## src/hdl/bsf_pkg.sv

```systemverilog
// ----------------------------------------------------------------------------
// bsf_pkg
// Shared types, line codes and the byte-wise reflected CRC-32 step for the
// byte-stuffed framer.
// ----------------------------------------------------------------------------
package bsf_pkg;

	localparam int unsigned CFG_IDX_W = 8;
	localparam int unsigned STEP_W    = 3;

	localparam logic [7:0] FLAG_BYTE = 8'h7E;
	localparam logic [7:0] ESC_BYTE  = 8'h7D;
	localparam logic [7:0] ESC_FLAG  = 8'h5E;
	localparam logic [7:0] ESC_ESC   = 8'h5D;
	localparam logic [7:0] SEG_FLAG  = 8'hC0;

	localparam logic [31:0] CRC_INIT = 32'hFFFF_FFFF;
	localparam logic [31:0] CRC_POLY = 32'hEDB8_8320;

	localparam logic [CFG_IDX_W-1:0] REG_CHANNEL_ID = 8'd0;
	localparam logic [CFG_IDX_W-1:0] REG_MESSAGE_ID = 8'd1;

	localparam logic          ACT_DATA = 1'b0;
	localparam logic          ACT_END  = 1'b1;

	// header walk: flag, message id, sequence, channel id, payload
	localparam logic [STEP_W-1:0] OPEN_LAST_STEP = 3'd4;
	// trailer walk: segment flag, four fcs bytes, flag
	localparam logic [STEP_W-1:0] END_LAST_STEP  = 3'd5;

	typedef enum logic [1:0] {
		KIND_DATA = 2'd0,
		KIND_OPEN = 2'd1,
		KIND_END  = 2'd2
	} kind_t;

	typedef struct packed {
		kind_t      kind;
		logic [7:0] data_byte;
	} item_t;

	function automatic logic [31:0] crc_byte(input logic [31:0] crc, input logic [7:0] b);
		logic [31:0] c;
		c = crc ^ {24'd0, b};
		for (int i = 0; i < 8; i++) begin
			c = c[0] ? ((c >> 1) ^ CRC_POLY) : (c >> 1);
		end
		return c;
	endfunction

endpackage

```

## src/hdl/bsf_in_if.sv

```systemverilog
// ----------------------------------------------------------------------------
// bsf_in_if
// Input item channel: action and payload byte.
// ----------------------------------------------------------------------------
interface bsf_in_if;
	logic       valid;
	logic       ready;
	logic       action;
	logic [7:0] data_byte;

	modport source (output valid, output action, output data_byte, input ready);
	modport sink   (input valid, input action, input data_byte, output ready);
endinterface

```

## src/hdl/bsf_out_if.sv

```systemverilog
// ----------------------------------------------------------------------------
// bsf_out_if
// Line byte channel: framed, escaped byte with last marker.
// ----------------------------------------------------------------------------
interface bsf_out_if;
	logic       valid;
	logic       ready;
	logic [7:0] out_byte;
	logic       last;

	modport source (output valid, output out_byte, output last, input ready);
	modport sink   (input valid, input out_byte, input last, output ready);
endinterface

```

## src/hdl/bsf_cfg_if.sv

```systemverilog
// ----------------------------------------------------------------------------
// bsf_cfg_if
// Configuration write channel: register index and write data.
// ----------------------------------------------------------------------------
interface bsf_cfg_if;
	logic                           valid;
	logic                           ready;
	logic [bsf_pkg::CFG_IDX_W-1:0] index;
	logic [7:0]                     data;

	modport source (output valid, output index, output data, input ready);
	modport sink   (input valid, input index, input data, output ready);
endinterface

```

## src/hdl/bsf_front.sv

```systemverilog
// ----------------------------------------------------------------------------
// bsf_front
// Accepts input items and classifies each as payload, frame-opening payload
// or end of frame, tracking whether a frame is open.
// ----------------------------------------------------------------------------
module bsf_front (
	input  logic            clk,
	input  logic            arst_n,
	bsf_in_if.sink          item_ch,
	input  logic            q_full,
	output logic            q_push,
	output bsf_pkg::item_t  q_item
);

	logic in_frame_q;

	assign item_ch.ready = !q_full;
	assign q_push        = item_ch.valid && !q_full;

	always_comb begin
		q_item.data_byte = item_ch.data_byte;
		if (item_ch.action == bsf_pkg::ACT_END) begin
			q_item.kind = bsf_pkg::KIND_END;
		end else if (in_frame_q) begin
			q_item.kind = bsf_pkg::KIND_DATA;
		end else begin
			q_item.kind = bsf_pkg::KIND_OPEN;
		end
	end

	always_ff @(posedge clk or negedge arst_n) begin
		if (!arst_n) begin
			in_frame_q <= 1'b0;
		end else if (q_push) begin
			in_frame_q <= (item_ch.action == bsf_pkg::ACT_DATA);
		end
	end

endmodule

```

## src/hdl/bsf_queue.sv

```systemverilog
// ----------------------------------------------------------------------------
// bsf_queue
// Small FIFO of classified items between front and back.
// ----------------------------------------------------------------------------
module bsf_queue #(
	parameter int unsigned DEPTH = 2
) (
	input  logic            clk,
	input  logic            arst_n,
	input  logic            push,
	input  bsf_pkg::item_t  push_item,
	output logic            full,
	input  logic            pop,
	output logic            head_valid,
	output bsf_pkg::item_t  head_item
);

	localparam int unsigned PTR_W = (DEPTH > 1) ? $clog2(DEPTH) : 1;
	localparam int unsigned CNT_W = $clog2(DEPTH + 1);

	bsf_pkg::item_t mem_q [DEPTH];
	logic [PTR_W-1:0] wr_ptr_q;
	logic [PTR_W-1:0] rd_ptr_q;
	logic [CNT_W-1:0] count_q;

	assign full       = (count_q == CNT_W'(DEPTH));
	assign head_valid = (count_q != '0);
	assign head_item  = mem_q[rd_ptr_q];

	always_ff @(posedge clk) begin
		if (push) begin
			mem_q[wr_ptr_q] <= push_item;
		end
	end

	always_ff @(posedge clk or negedge arst_n) begin
		if (!arst_n) begin
			wr_ptr_q <= '0;
			rd_ptr_q <= '0;
			count_q  <= '0;
		end else begin
			if (push) begin
				wr_ptr_q <= (wr_ptr_q == PTR_W'(DEPTH - 1)) ? '0 : wr_ptr_q + 1'b1;
			end
			if (pop) begin
				rd_ptr_q <= (rd_ptr_q == PTR_W'(DEPTH - 1)) ? '0 : rd_ptr_q + 1'b1;
			end
			if (push && !pop) begin
				count_q <= count_q + 1'b1;
			end else if (pop && !push) begin
				count_q <= count_q - 1'b1;
			end
		end
	end

endmodule

```

## src/hdl/bsf_back.sv

```systemverilog
// ----------------------------------------------------------------------------
// bsf_back
// Byte sequencer: walks the header, payload or trailer of the head item,
// folds the CRC, escapes and drives the registered line byte output.
// Holds the configuration registers.
// ----------------------------------------------------------------------------
module bsf_back (
	input  logic            clk,
	input  logic            arst_n,
	bsf_cfg_if.sink         cfg_ch,
	bsf_out_if.source       frame_ch,
	input  logic            head_valid,
	input  bsf_pkg::item_t  head_item,
	output logic            pop
);

	logic [7:0]                   channel_id_q;
	logic [7:0]                   message_id_q;
	logic [7:0]                   seq_q;
	logic [31:0]                  crc_q;
	logic [31:0]                  fcs_q;
	logic [bsf_pkg::STEP_W-1:0]   step_q;
	logic                         esc_q;
	logic [7:0]                   esc_byte_q;
	logic                         out_valid_q;
	logic [7:0]                   out_byte_q;
	logic                         out_last_q;

	logic [7:0]  cur_byte;
	logic        cur_raw;
	logic        cur_final;
	logic        needs_esc;
	logic        fire;
	logic [31:0] crc_next;

	assign cfg_ch.ready      = 1'b1;
	assign frame_ch.valid    = out_valid_q;
	assign frame_ch.out_byte = out_byte_q;
	assign frame_ch.last     = out_last_q;

	always_comb begin
		cur_byte  = head_item.data_byte;
		cur_raw   = 1'b0;
		cur_final = 1'b1;
		unique case (head_item.kind)
			bsf_pkg::KIND_OPEN: begin
				cur_final = (step_q == bsf_pkg::OPEN_LAST_STEP);
				unique case (step_q)
					3'd0: begin
						cur_byte = bsf_pkg::FLAG_BYTE;
						cur_raw  = 1'b1;
					end
					3'd1:    cur_byte = message_id_q;
					3'd2:    cur_byte = seq_q;
					3'd3:    cur_byte = channel_id_q;
					default: cur_byte = head_item.data_byte;
				endcase
			end
			bsf_pkg::KIND_END: begin
				cur_final = (step_q == bsf_pkg::END_LAST_STEP);
				unique case (step_q)
					3'd0:    cur_byte = bsf_pkg::SEG_FLAG;
					3'd1:    cur_byte = fcs_q[7:0];
					3'd2:    cur_byte = fcs_q[15:8];
					3'd3:    cur_byte = fcs_q[23:16];
					3'd4:    cur_byte = fcs_q[31:24];
					default: begin
						cur_byte = bsf_pkg::FLAG_BYTE;
						cur_raw  = 1'b1;
					end
				endcase
			end
			default: begin
				cur_byte  = head_item.data_byte;
				cur_final = 1'b1;
			end
		endcase
	end

	assign needs_esc = !cur_raw &&
		((cur_byte == bsf_pkg::FLAG_BYTE) || (cur_byte == bsf_pkg::ESC_BYTE));
	assign crc_next  = bsf_pkg::crc_byte(crc_q, cur_byte);
	assign fire      = head_valid && (!out_valid_q || frame_ch.ready);
	assign pop       = fire && cur_final && (esc_q || !needs_esc);

	always_ff @(posedge clk or negedge arst_n) begin
		if (!arst_n) begin
			channel_id_q <= '0;
			message_id_q <= '0;
		end else if (cfg_ch.valid) begin
			if (cfg_ch.index == bsf_pkg::REG_CHANNEL_ID) begin
				channel_id_q <= cfg_ch.data;
			end else if (cfg_ch.index == bsf_pkg::REG_MESSAGE_ID) begin
				message_id_q <= cfg_ch.data;
			end
		end
	end

	always_ff @(posedge clk or negedge arst_n) begin
		if (!arst_n) begin
			seq_q       <= '0;
			crc_q       <= bsf_pkg::CRC_INIT;
			fcs_q       <= '0;
			step_q      <= '0;
			esc_q       <= 1'b0;
			esc_byte_q  <= '0;
			out_valid_q <= 1'b0;
			out_byte_q  <= '0;
			out_last_q  <= 1'b0;
		end else if (fire) begin
			out_valid_q <= 1'b1;
			if (esc_q) begin
				out_byte_q <= esc_byte_q;
				out_last_q <= cur_final;
				esc_q      <= 1'b0;
				step_q     <= cur_final ? '0 : step_q + 1'b1;
			end else begin
				out_byte_q <= needs_esc ? bsf_pkg::ESC_BYTE : cur_byte;
				if (!cur_raw) begin
					crc_q <= crc_next;
				end
				if (head_item.kind == bsf_pkg::KIND_OPEN && step_q == 3'd0) begin
					crc_q <= bsf_pkg::CRC_INIT;
				end
				if (head_item.kind == bsf_pkg::KIND_OPEN && step_q == 3'd2) begin
					seq_q <= seq_q + 1'b1;
				end
				if (head_item.kind == bsf_pkg::KIND_END && step_q == 3'd0) begin
					fcs_q <= ~crc_next;
				end
				if (needs_esc) begin
					esc_q      <= 1'b1;
					esc_byte_q <= (cur_byte == bsf_pkg::FLAG_BYTE) ?
						bsf_pkg::ESC_FLAG : bsf_pkg::ESC_ESC;
					out_last_q <= 1'b0;
				end else begin
					out_last_q <= cur_final;
					step_q     <= cur_final ? '0 : step_q + 1'b1;
				end
			end
		end else if (frame_ch.ready) begin
			out_valid_q <= 1'b0;
		end
	end

endmodule

```

## src/hdl/byte_stuffed_framer_crc32_core.sv

```systemverilog
// ----------------------------------------------------------------------------
// byte_stuffed_framer_crc32_core
// Byte-stuffed framer with reflected CRC-32: classifying front, item queue,
// byte sequencer back end.
//
//   channel   dir   payload               handshake
//   item_ch   in    action, data_byte     valid/ready
//   frame_ch  out   out_byte, last        valid/ready
//   cfg_ch    in    index, data           valid/ready (always ready)
//
// The back end sends one line byte per cycle while frame_ch is ready; a
// payload item gives 1 or 2 line bytes, a frame-opening item 5 to 9, an
// end item 6 to 10. An accepted item is written into the queue; its first
// line byte is registered at the output when the item heads the queue.
// The queue decouples the sides; input stalls only when it is full.
// Reset clears state, queue and output; the CRC presets to all ones.
// ----------------------------------------------------------------------------
module byte_stuffed_framer_crc32_core #(
	parameter int unsigned QUEUE_DEPTH = 2
) (
	input  logic      clk,
	input  logic      arst_n,
	bsf_in_if.sink    item_ch,
	bsf_out_if.source frame_ch,
	bsf_cfg_if.sink   cfg_ch
);

	logic           q_push;
	logic           q_full;
	logic           q_pop;
	logic           head_valid;
	bsf_pkg::item_t push_item;
	bsf_pkg::item_t head_item;

	bsf_front u_front (
		.clk     (clk),
		.arst_n  (arst_n),
		.item_ch (item_ch),
		.q_full  (q_full),
		.q_push  (q_push),
		.q_item  (push_item)
	);

	bsf_queue #(
		.DEPTH (QUEUE_DEPTH)
	) u_queue (
		.clk        (clk),
		.arst_n     (arst_n),
		.push       (q_push),
		.push_item  (push_item),
		.full       (q_full),
		.pop        (q_pop),
		.head_valid (head_valid),
		.head_item  (head_item)
	);

	bsf_back u_back (
		.clk        (clk),
		.arst_n     (arst_n),
		.cfg_ch     (cfg_ch),
		.frame_ch   (frame_ch),
		.head_valid (head_valid),
		.head_item  (head_item),
		.pop        (q_pop)
	);

endmodule

```

## src/flat_wrapper.sv

```systemverilog
// flat-port wrapper written by rule: the top's interface ports become plain ports
module byte_stuffed_framer_crc32_core_flat 
#(
	parameter int unsigned QUEUE_DEPTH = 2
)
  (clk, arst_n, item_ch_valid, item_ch_action, item_ch_data_byte, item_ch_ready, frame_ch_valid, frame_ch_out_byte, frame_ch_last, frame_ch_ready, cfg_ch_valid, cfg_ch_index, cfg_ch_data, cfg_ch_ready);
  bsf_in_if item_ch_i ();
  bsf_out_if frame_ch_i ();
  bsf_cfg_if cfg_ch_i ();
  input  logic clk;
  input  logic arst_n;
  input wire logic [$bits(item_ch_i.valid)-1:0] item_ch_valid;
  input wire logic [$bits(item_ch_i.action)-1:0] item_ch_action;
  input wire logic [$bits(item_ch_i.data_byte)-1:0] item_ch_data_byte;
  output wire logic [$bits(item_ch_i.ready)-1:0] item_ch_ready;
  output wire logic [$bits(frame_ch_i.valid)-1:0] frame_ch_valid;
  output wire logic [$bits(frame_ch_i.out_byte)-1:0] frame_ch_out_byte;
  output wire logic [$bits(frame_ch_i.last)-1:0] frame_ch_last;
  input wire logic [$bits(frame_ch_i.ready)-1:0] frame_ch_ready;
  input wire logic [$bits(cfg_ch_i.valid)-1:0] cfg_ch_valid;
  input wire logic [$bits(cfg_ch_i.index)-1:0] cfg_ch_index;
  input wire logic [$bits(cfg_ch_i.data)-1:0] cfg_ch_data;
  output wire logic [$bits(cfg_ch_i.ready)-1:0] cfg_ch_ready;
  assign item_ch_i.valid = item_ch_valid;
  assign item_ch_i.action = item_ch_action;
  assign item_ch_i.data_byte = item_ch_data_byte;
  assign item_ch_ready = item_ch_i.ready;
  assign frame_ch_valid = frame_ch_i.valid;
  assign frame_ch_out_byte = frame_ch_i.out_byte;
  assign frame_ch_last = frame_ch_i.last;
  assign frame_ch_i.ready = frame_ch_ready;
  assign cfg_ch_i.valid = cfg_ch_valid;
  assign cfg_ch_i.index = cfg_ch_index;
  assign cfg_ch_i.data = cfg_ch_data;
  assign cfg_ch_ready = cfg_ch_i.ready;
  byte_stuffed_framer_crc32_core #(.QUEUE_DEPTH(QUEUE_DEPTH)) u_core (.clk(clk), .arst_n(arst_n), .item_ch(item_ch_i), .frame_ch(frame_ch_i), .cfg_ch(cfg_ch_i));
endmodule
```

## config.mk

```make
export PLATFORM = sky130hd
export DESIGN_NAME = byte_stuffed_framer_crc32_core_flat
export DESIGN_NICKNAME = d
export VERILOG_FILES = /design/src/hdl/bsf_pkg.sv /design/src/hdl/bsf_in_if.sv /design/src/hdl/bsf_out_if.sv /design/src/hdl/bsf_cfg_if.sv /design/src/hdl/bsf_front.sv /design/src/hdl/bsf_queue.sv /design/src/hdl/bsf_back.sv /design/src/hdl/byte_stuffed_framer_crc32_core.sv /design/src/flat_wrapper.sv
export SDC_FILE = /design/constraint.sdc
export NUM_CORES = 1
export LEC_CHECK = 0
export ABC_AREA = 1
export BUFFER_PORTS_ARGS = -buffer_cell sky130_fd_sc_hd__clkbuf_2
export CORE_ASPECT_RATIO = 1.5
export CORE_MARGIN = 3
export CORE_UTILIZATION = 50
export CTS_BUF_LIST = sky130_fd_sc_hd__clkbuf_4 sky130_fd_sc_hd__clkbuf_8 sky130_fd_sc_hd__clkbuf_16
export DETAILED_ROUTE_END_ITERATION = 8
export HOLD_SLACK_MARGIN = 0.08
export PLACE_DENSITY = 0.67
export SETUP_SLACK_MARGIN = 0.5
export SYNTH_ARGS = -nofsm -noshare
export SYNTH_HDL_FRONTEND = slang
export SYNTH_SLANG_ARGS = --single-unit
export TNS_END_PERCENT = 20
```

## constraint.sdc

```tcl
create_clock -name clk -period 4.2 [get_ports clk]
set_clock_uncertainty 0.2 [all_clocks]
set_input_delay 0.63 -clock clk [delete_from_list [all_inputs] [get_ports clk]]
set_output_delay 0.63 -clock clk [all_outputs]
set_load 0.05 [all_outputs]
```

==> run_results.csv, run 1 <==
group,metric,value,unit
run_status,outcome,"finished, final reports clean",
drt,postRouteAntennaNets,0,
run,drv_cap,0,
floorplan,die_x,105,um
drt,drc,0,
cts,cts_htree_levels,4,
sta,slew_violations,0,
logic_synthesis,synth_ff_type,"dfrtp_1",
global_route,grt-ovfl-total,0,
global_route,grt_pass1_vias,6379,
cts,cts_tree,"yes",
sta,finalCriticalPeriod,3.50,ns
logic_synthesis,yosys_warnings,0,
cts,clk_pin_slew,0.06,ns
global_route,grt_use_total,0.265,
logic_synthesis,synthCells,962,
drt,wl_per_cell,16.8,um
logic_synthesis,synth_area_leaders,"dfrtp_1 (26%), nand2_1 (17%), dfstp_2 (11%)",
final_layout,num_antenna_cells,0,
setup_path,max_stage_delay,0.44,ns
final_layout,syn_to_final_growth,16.6,%
sta,tns,0,ns
cts,clkLatencyLatePin,0.42,ns
placement,gp_congestion,0.932,
setup_path,crit_arrival,3.67,ns
sta,hold_viol_final,0,
cts,clockRootBuffer,"clkbuf_16",
floorplan,die_h,155,um
placement,port-buffer-count,40,
logic_synthesis,synth-edff-count,20,
drt,drtPass1Iterations,7,
logic_synthesis,synth_common_cells,"nand2_1 (340), inv_1 (99), nand3_1 (91)",
logic_synthesis,syn_nets,1003,
drt,vias,6469,
logic_synthesis,synthArstFlopShare,0.846,
sta,timing.final.crit_share,0.834,
drt,drt_wl_total,20600,um
logic_synthesis,synth_top_area_share,0.265,
final_layout,final_layout_size_suffix_gt1_frac,0.207,
floorplan,start_util,0.519,
logic_synthesis,yosysSeqAreaShare,0.461,
setup_path,path_class,"flop to flop",
setup_path,crit_path_max_fanout,10,
setup_path,cpMaxStageDelayCell,"dfrtp_2",
setup_path,end_kind,"flop",
setup_path,worst-path-buf-inv,1,
placement,place_hpwl,15100,um
logic_synthesis,syn_area,7370,sq um
setup_path,critPathLaunchType,"flop",
sta,maxSlewHeadroom,0.343,
final_layout,nNetsFinal,1060,
final_layout,fill_cells,1366,
cts,clk_path_buf_depth,2,
drt,initialDrtViolationCount,395,
sta,final-setup-viol-count,0,
logic_synthesis,yosysMostFrequentCell,"nand2_1",
logic_synthesis,synth_top_area_cell,"dfrtp_1",
logic_synthesis,synth_cell_type_count,47,
global_route,grt_max_degree,60,
global_route,antenna_found_initial,0,
cts,cts_buffers,17,
sta,rsz0062_at_grt,"no",
floorplan,coreArea,14200,sq um
setup_path,worstPathRequired,4.36,ns
sta,fmax,285,MHz
drt,via_per_inst,5.29,
setup_path,crit_family,"simple AND/OR/NAND/NOR gates",
setup_path,crit_chain,"ha_1 > ha_4 > a21oi_4 > nand2_2 > o21ai_4 > o211ai_1 > nand2_1 > buf_4 > nand2_1 > nand2_1 > nand3_1 > nand2_2 > xor2_1 > nand2_1 > nand2_1",
floorplan,die_area,16300,sq um
hold_path,hold_path_class,"input pin to async pin",
global_route,grt_pass1_wl,33100,um
sta,worst_pin_slew,0.984,ns
setup_path,cpMostUsedCell,"nand2_1",
logic_synthesis,synth-seq-cells,130,
logic_synthesis,synth_area_per_cell,7.66,sq um
cts,cts.sinks,130,
floorplan,rows,53,
floorplan,ioPinCount,42,
-- final timing paths --
check                                               start                         end  slack [ns]  cells past startpoint
max in group asynchronous                          arst_n     u_core.u_back.crc_q[22]        2.92                      2
worst min register to register  u_core.u_queue.count_q[0]   u_core.u_queue.count_q[0]        0.28                      1
worst min-delay path                               arst_n   u_core.u_front.in_frame_q        0.08                      1
min in group clk                     item_ch_data_byte[1]  u_core.u_queue.mem_q[1][1]        0.19                      1
worst max-delay path              u_core.u_back.step_q[0]      u_core.u_back.fcs_q[7]        0.70                     15
worst max register to register    u_core.u_back.step_q[0]      u_core.u_back.fcs_q[7]        0.70                     15
-- state kept, by name, indices dropped and copies added (netlist names) --
register / flops
u_core.u_back.channel_id_q: 8
u_core.u_queue.mem_q: 20
u_core.u_back.esc_q: 1
u_core.u_back.fcs_q: 32
u_core.u_back.crc_q: 32
u_core.u_queue.wr_ptr_q: 1
u_core.u_front.in_frame_q: 1
u_core.u_back.step_q: 3
u_core.u_back.frame_ch.out_byte: 8
u_core.u_back.frame_ch.last: 1
u_core.u_queue.count_q: 2
u_core.u_back.message_id_q: 8
u_core.u_back.esc_byte_q: 3
u_core.u_back.frame_ch.valid: 1
u_core.u_queue.rd_ptr_q: 1
u_core.u_back.seq_q: 8
-- layout by cell type, fill, tap and decap left out, types with 4 or more instances in the layout --
cell,Yosys,final
buf_4,4,21
xor2_1,25,25
inv_1,99,97
a22oi_1,4,4
dfrtp_1,78,77
clkinvlp_4,0,5
nor2_1,47,45
nand2_1,340,337
dfstp_2,32,32
nand2_2,28,31
clkbuf_2,1,39
xnor2_1,7,7
o21ai_1,10,10
nand3_1,91,90
ha_4,0,4
nor3_1,6,5
o22ai_1,11,11
clkbuf_16,0,17
xor2_2,4,4
o21ai_0,47,45
nand4_1,6,6
nand2_4,4,4
edfxtp_1,20,20
clkinv_2,0,4
or2_2,11,11
inv_2,12,14
a21oi_1,13,13
ha_1,11,4
a31oi_1,8,8
-- layout make-up --
| cell class | count | area [sq um] | area share |
|---|---|---|---|
| flip-flops and latches | 130 | 3390 | 0.395 |
| repair buffers | 62 | 384 | 0.0447 |
| clock buffers | 19 | 453 | 0.0527 |
| clock inverters | 13 | 158 | 0.0183 |
| multi-input cells | 695 | 3530 | 0.411 |
| well taps | 192 | 240 | 0.0280 |
| inverters | 113 | 430 | 0.0501 |
-- repair_timing --
action                                  CTS  global route
gates resized for setup                   2            28
hold buffers                              0             0
pin swaps                                 0             5
setup buffers                             0             6
endpoints found under the setup margin    1             9
-- cells by family after synthesis --
kind of cell,count (synthesis),synth area share
simple gates,540,0.315
buf+inv,137,0.0735
flops,130,0.461
compound gates,107,0.0849
xor+xnor,36,0.0469
fa+ha+maj,11,0.0187
other cells,1,0.000509
-- routing by layer --
| metal | routed length [um] | GRT usage | up-vias | share of wire |
|---|---|---|---|---|
| met3 | 978 | 0.0480 | 75 | 0.048 |
| li1 | - | - | 3179 | - |
| met4 | 1370 | 0.178 | 0 | 0.067 |
| met5 | 0 | 0 | - | 0 |
| met1 | 8040 | 0.304 | 2999 | 0.39 |
| met2 | 10200 | 0.450 | 216 | 0.49 |
-- per-stage QoR --
step	setup WS [ns]	hold slack, ns	std cells	utilization	cell area (sq um)
after floorplan	0.932	0.134	962	-	7370
after global placement	0.625	0.255	1186	0.552	7830
after detailed placement	0.533	0.266	1186	0.552	7830
after CTS	0.551	0.108	1218	0.595	8440
after global routing	0.484	0.130	1224	0.605	8590
final	0.696	0.0754	1224	0.605	8590
Power of run 1 is left out: the tool's default activity adds up to more than one toggle a clock period on the data nets, which glitch-free logic cannot reach.
==> inputs of run 2 (changes only) <==
- clock period: 4.2 -> 3.49 ns (I/O delays scaled with it)
==> run 2 against run 1 <==
Routed wire length rose by 8.5%; hold slack improved by 0.015 ns; first-iteration DRC count rose by 33%; register-to-register slack got worse by 0.40 ns; flip-flop and latch count did not move; critical path type unchanged; largest cell class unchanged; highest routed layer unchanged.
==> run_results.csv, run 2 (synthesized netlist as in run 1, its figures left out) <==
group,metric,value,unit
sta,holdWs,0.0908,ns
hold_path,hold_path_class,"input pin to flop",
sta,tns,0,ns
placement,place_hpwl,15400,um
placement,gp_congestion,0.889,
global_route,grt_pass1_vias,6727,
sta,hold_viol_final,0,
floorplan,rows,53,
final_layout,final_cell_mix,"nand2_1 (297), inv_1 (91), dfrtp_1 (75)",
setup_path,critPathLaunchType,"flop",
global_route,grt_max_degree,58,
drt,wl_per_cell,17.4,um
final_layout,utilization,0.679,
drt,vias,6934,
global_route,antenna_found_initial,0,
final_layout,final_layout_size_suffix_gt1_frac,0.320,
cts,clk_pin_slew,0.06,ns
cts,cts_tree,"yes",
sta,finalCriticalPeriod,3.19,ns
drt,drc,0,
placement,port-buffer-count,40,
drt,drtPass1Iterations,5,
cts,cts.sinks,130,
cts,cts_htree_levels,4,
hold_path,hold_path_startpoint,"frame_ch_ready",
cts,cts_buffers,17,
final_layout,num_antenna_cells,0,
final_layout,layout_commonest_cell,"nand2_1",
setup_path,worstPathRequired,3.60,ns
cts,clk_path_buf_depth,2,
global_route,grt_pass1_wl,34200,um
sta,slew_violations,0,
cts,clockRootBuffer,"clkbuf_16",
sta,worst_pin_slew,1.03,ns
setup_path,crit_arrival,3.30,ns
setup_path,path_class,"flop to flop",
final_layout,nNetsFinal,1118,
run,drv_cap,0,
global_route,grt_use_total,0.269,
sta,fmax,313,MHz
sta,final-setup-viol-count,0,
setup_path,crit_path_max_fanout,7,
global_route,grt-ovfl-total,0,
drt,initialDrtViolationCount,525,
floorplan,die_x,105,um
sta,maxSlewHeadroom,0.312,
sta,rsz0062_at_grt,"yes",
floorplan,start_util,0.519,
sta,timing.final.crit_share,0.915,
cts,clkLatencyLatePin,0.43,ns
drt,drt_wl_total,22300,um
setup_path,crit_path_start,"u_core.u_back.step_q[0]",
floorplan,ioPinCount,42,
drt,postRouteAntennaNets,0,
setup_path,end_kind,"flop",
floorplan,die_h,155,um
final_layout,largestRegisters,"u_core.u_back.crc_q (32), u_core.u_back.fcs_q (32), u_core.u_queue.mem_q (20)",
floorplan,die_area,16300,sq um
drt,via_per_inst,5.41,
floorplan,coreArea,14200,sq um
run_status,outcome,"finished, final reports clean",
final_layout,syn_to_final_growth,30.8,%
setup_path,rr_startpoint,"u_core.u_back.step_q[0]",
==> run 2: cell count changes in the layout (fill, tap and decap cells not counted), sizes merged <==
cell | before | now
buf | 23 | 78
clkinv | 4 | 9
dlygate4sd3 | 0 | 3
inv | 114 | 111
clkinvlp | 5 | 3
bufinv | 3 | 4
clkbuf | 58 | 57
==> run 2: area by class of cell <==
class	instances	area (sq um)
clock inverter	14	188
clock buffer	18	439
tap	192	240
sequential	130	3400
multi-input combinational	695	4040
fill	1176	4550
inverter	113	445
timing repair buffer	120	890
==> run 2: through the flow <==
step                      setup slack, ns  area [sq um]  std cells
after detailed placement            0.133          7980       1198
after global placement              0.192          7980       1198
after global routing                0.172          9640       1282
after CTS                           0.433          8970       1249
after floorplan                     0.453          7440        962
final                               0.296          9640       1282
==> run 2: worst max-delay path, cell delays in order, from the launching register on <==
cell      delay [ns]
dfrtp_2         0.46
ha_4            0.19
ha_4            0.19
a21oi_4         0.21
nand2_4         0.13
o21ai_4         0.22
o211ai_1        0.20
nand2_4         0.13
nand2_2         0.06
nor2_1          0.11
nand3_1         0.11
nor2_1          0.16
nor2_2          0.06
nand2_2         0.10
ha_4            0.21
a21oi_2         0.11
o21ai_2         0.07
xor2_1          0.14
==> run 2: routing by layer <==
metal  vias to the layer above  wire, um  GRT usage
met5                         -         0          0
met4                         0      1430      0.159
met3                       102      1140     0.0484
met2                       285     11300      0.459
met1                      3249      8460      0.316
li1                       3298         -          -
==> run 2: repair_timing <==
action,CTS,global route
resized for setup,53,101
setup endpoints to repair,55,64
hold endpoints to repair,31,0
hold buffers,3,0
setup buffers,16,33
pin swaps,21,24
==> run 2: final timing paths <==
check	end	depth (start not counted)	slack [ns]
hold reg to reg	u_core.u_back.esc_byte_q[4]	1	0.28
setup reg to reg	u_core.u_queue.count_q[1]	17	0.30
setup / recovery	u_core.u_queue.count_q[1]	17	0.30
min in group asynchronous	u_core.u_queue.wr_ptr_q	2	0.52
max in group asynchronous	u_core.u_back.crc_q[22]	3	1.77
hold / removal	u_core.u_back.frame_ch.valid	2	0.09
Power of run 2 is left out for the same reason.
==> inputs of run 3 (changes only) <==
- clock period: 3.49 -> 3.7 ns (I/O delays scaled with it)
==> run 3 against run 2 <==
Routed wire length decreased by 6.9%; non-clock buffer count decreased by 27; highest routed layer unchanged; fmax increased by 0.65%; count of clock-buffer cells in the layout increased by 2.
==> run_results.csv, run 3 (synthesized netlist as in run 1, its figures left out) <==
group,metric,value,unit
cts,cts_htree_levels,4,
floorplan,die_area,16300,sq um
global_route,grt_pass1_vias,6304,
setup_path,worstPathRequired,3.81,ns
floorplan,start_util,0.519,
setup_path,critPathLaunchType,"flop",
drt,via_per_inst,5.27,
final_layout,largestRegisters,"u_core.u_back.crc_q (32), u_core.u_back.fcs_q (32), u_core.u_queue.mem_q (20)",
sta,timing.final.crit_share,0.858,
sta,final-setup-viol-count,0,
drt,postRouteAntennaNets,0,
drt,initialDrtViolationCount,285,
sta,worst_pin_slew,0.944,ns
floorplan,die_x,105,um
floorplan,ioPinCount,42,
cts,clockRootBuffer,"clkbuf_16",
cts,cts_tree,"yes",
drt,drt_wl_total,20800,um
placement,place_hpwl,15100,um
sta,slew_violations,0,
sta,maxSlewHeadroom,0.370,
drt,vias,6616,
final_layout,num_antenna_cells,0,
final_layout,final_cell_mix,"nand2_1 (310), inv_1 (94), nand3_1 (85)",
sta,rsz0062_at_grt,"yes",
setup_path,crit_arrival,3.28,ns
final_layout,layout_commonest_cell,"nand2_1",
drt,drtPass1Iterations,5,
drt,top_layer_used,"met4",
setup_path,crit_path_max_fanout,6,
sta,finalCriticalPeriod,3.17,ns
sta,fmax,315,MHz
setup_path,path_class,"flop to flop",
drt,wl_met1,8140,um
drt,wl_per_cell,16.5,um
run,drv_cap,0,
run_status,outcome,"finished, final reports clean",
placement,gp_congestion,0.943,
global_route,grt-ovfl-total,0,
floorplan,rows,53,
placement,port-buffer-count,40,
drt,wl_met3,762,um
final_layout,syn_to_final_growth,23.7,%
global_route,grt_pass1_wl,32600,um
cts,clk_pin_slew,0.06,ns
sta,tns,0,ns
floorplan,coreArea,14200,sq um
hold_path,hold_path_class,"input pin to flop",
cts,clkLatencyLatePin,0.42,ns
cts,cts_buffers,17,
global_route,grt_use_total,0.259,
cts,clk_path_buf_depth,2,
global_route,antenna_found_initial,0,
sta,hold_viol_final,0,
drt,drc,0,
final_layout,nNetsFinal,1092,
final_layout,final_layout_size_suffix_gt1_frac,0.273,
final_layout,fill_cells,1292,
global_route,grt_max_degree,111,
setup_path,end_kind,"flop",
cts,cts.sinks,130,
floorplan,die_h,155,um
drt,wl_met2,10700,um
[run 3: per-layer routing]
metal | vias up | global-route usage
li1 | 3250 | -
met1 | 3103 | 0.296
met2 | 192 | 0.457
met3 | 71 | 0.0438
met4 | 0 | 0.144
met5 | - | 0
[run 3: timing repair]
item | in CTS | in global routing
pin swaps | 6 | 26
cloned | 0 | 1
hold buffers | 1 | 0
resized for setup | 41 | 66
endpoints found under the hold margin | 78 | 0
buffers inserted | 10 | 18
endpoints found under the setup margin | 47 | 50
[run 3: final timing paths]
kind / from / end / slack, ns / depth (start not counted)
hold reg to reg: u_core.u_back.frame_ch.last / u_core.u_back.frame_ch.last / 0.28 / 2
hold / removal: item_ch_data_byte[4] / u_core.u_queue.mem_q[1][4] / 0.12 / 1
min in group asynchronous: arst_n / u_core.u_queue.wr_ptr_q / 0.48 / 3
setup reg to reg: u_core.u_back.step_q[1] / u_core.u_queue.count_q[1] / 0.53 / 17
setup / recovery: u_core.u_back.step_q[1] / u_core.u_queue.count_q[1] / 0.53 / 17
max in group asynchronous: arst_n / u_core.u_back.fcs_q[17] / 2.25 / 3
[run 3: critical path, stage by stage (launching register included)]
cell      delay [ns]
dfrtp_2         0.46
ha_4            0.20
ha_4            0.18
a21oi_4         0.18
nand2_4         0.11
o21ai_4         0.22
o211ai_1        0.19
nand2_2         0.15
nand3_2         0.10
nor2_2          0.12
nand3_2         0.10
nor2_1          0.12
nor2_1          0.08
nand2_2         0.10
ha_4            0.22
a21oi_2         0.10
o21ai_1         0.08
xor2_1          0.14
[run 3: layout make-up]
| cell class | count | area [sq um] | share of cell area |
|---|---|---|---|
| inverter | 113 | 448 | 0.0492 |
| multi-input combinational | 696 | 3810 | 0.418 |
| clock inverter | 12 | 109 | 0.0119 |
| clock buffer | 20 | 460 | 0.0505 |
| sequential | 130 | 3400 | 0.373 |
| timing repair buffer | 93 | 643 | 0.0706 |
| tap | 192 | 240 | 0.0264 |
[run 3: through the flow]
step / setup slack [ns] / instance area, sq um / hold WS, ns / instances / util
global route: 0.394 / 9110 / 0.109 / 1256 / 0.642
finish: 0.527 / 9110 / 0.120 / 1256 / 0.642
global placement: 0.181 / 7890 / 0.259 / 1194 / 0.556
CTS: 0.495 / 8720 / 0.100 / 1237 / 0.615
detailed placement: 0.133 / 7890 / 0.262 / 1194 / 0.556
floorplan: 0.501 / 7370 / 0.0594 / 962 / -
Power of run 3 is left out for the same reason.
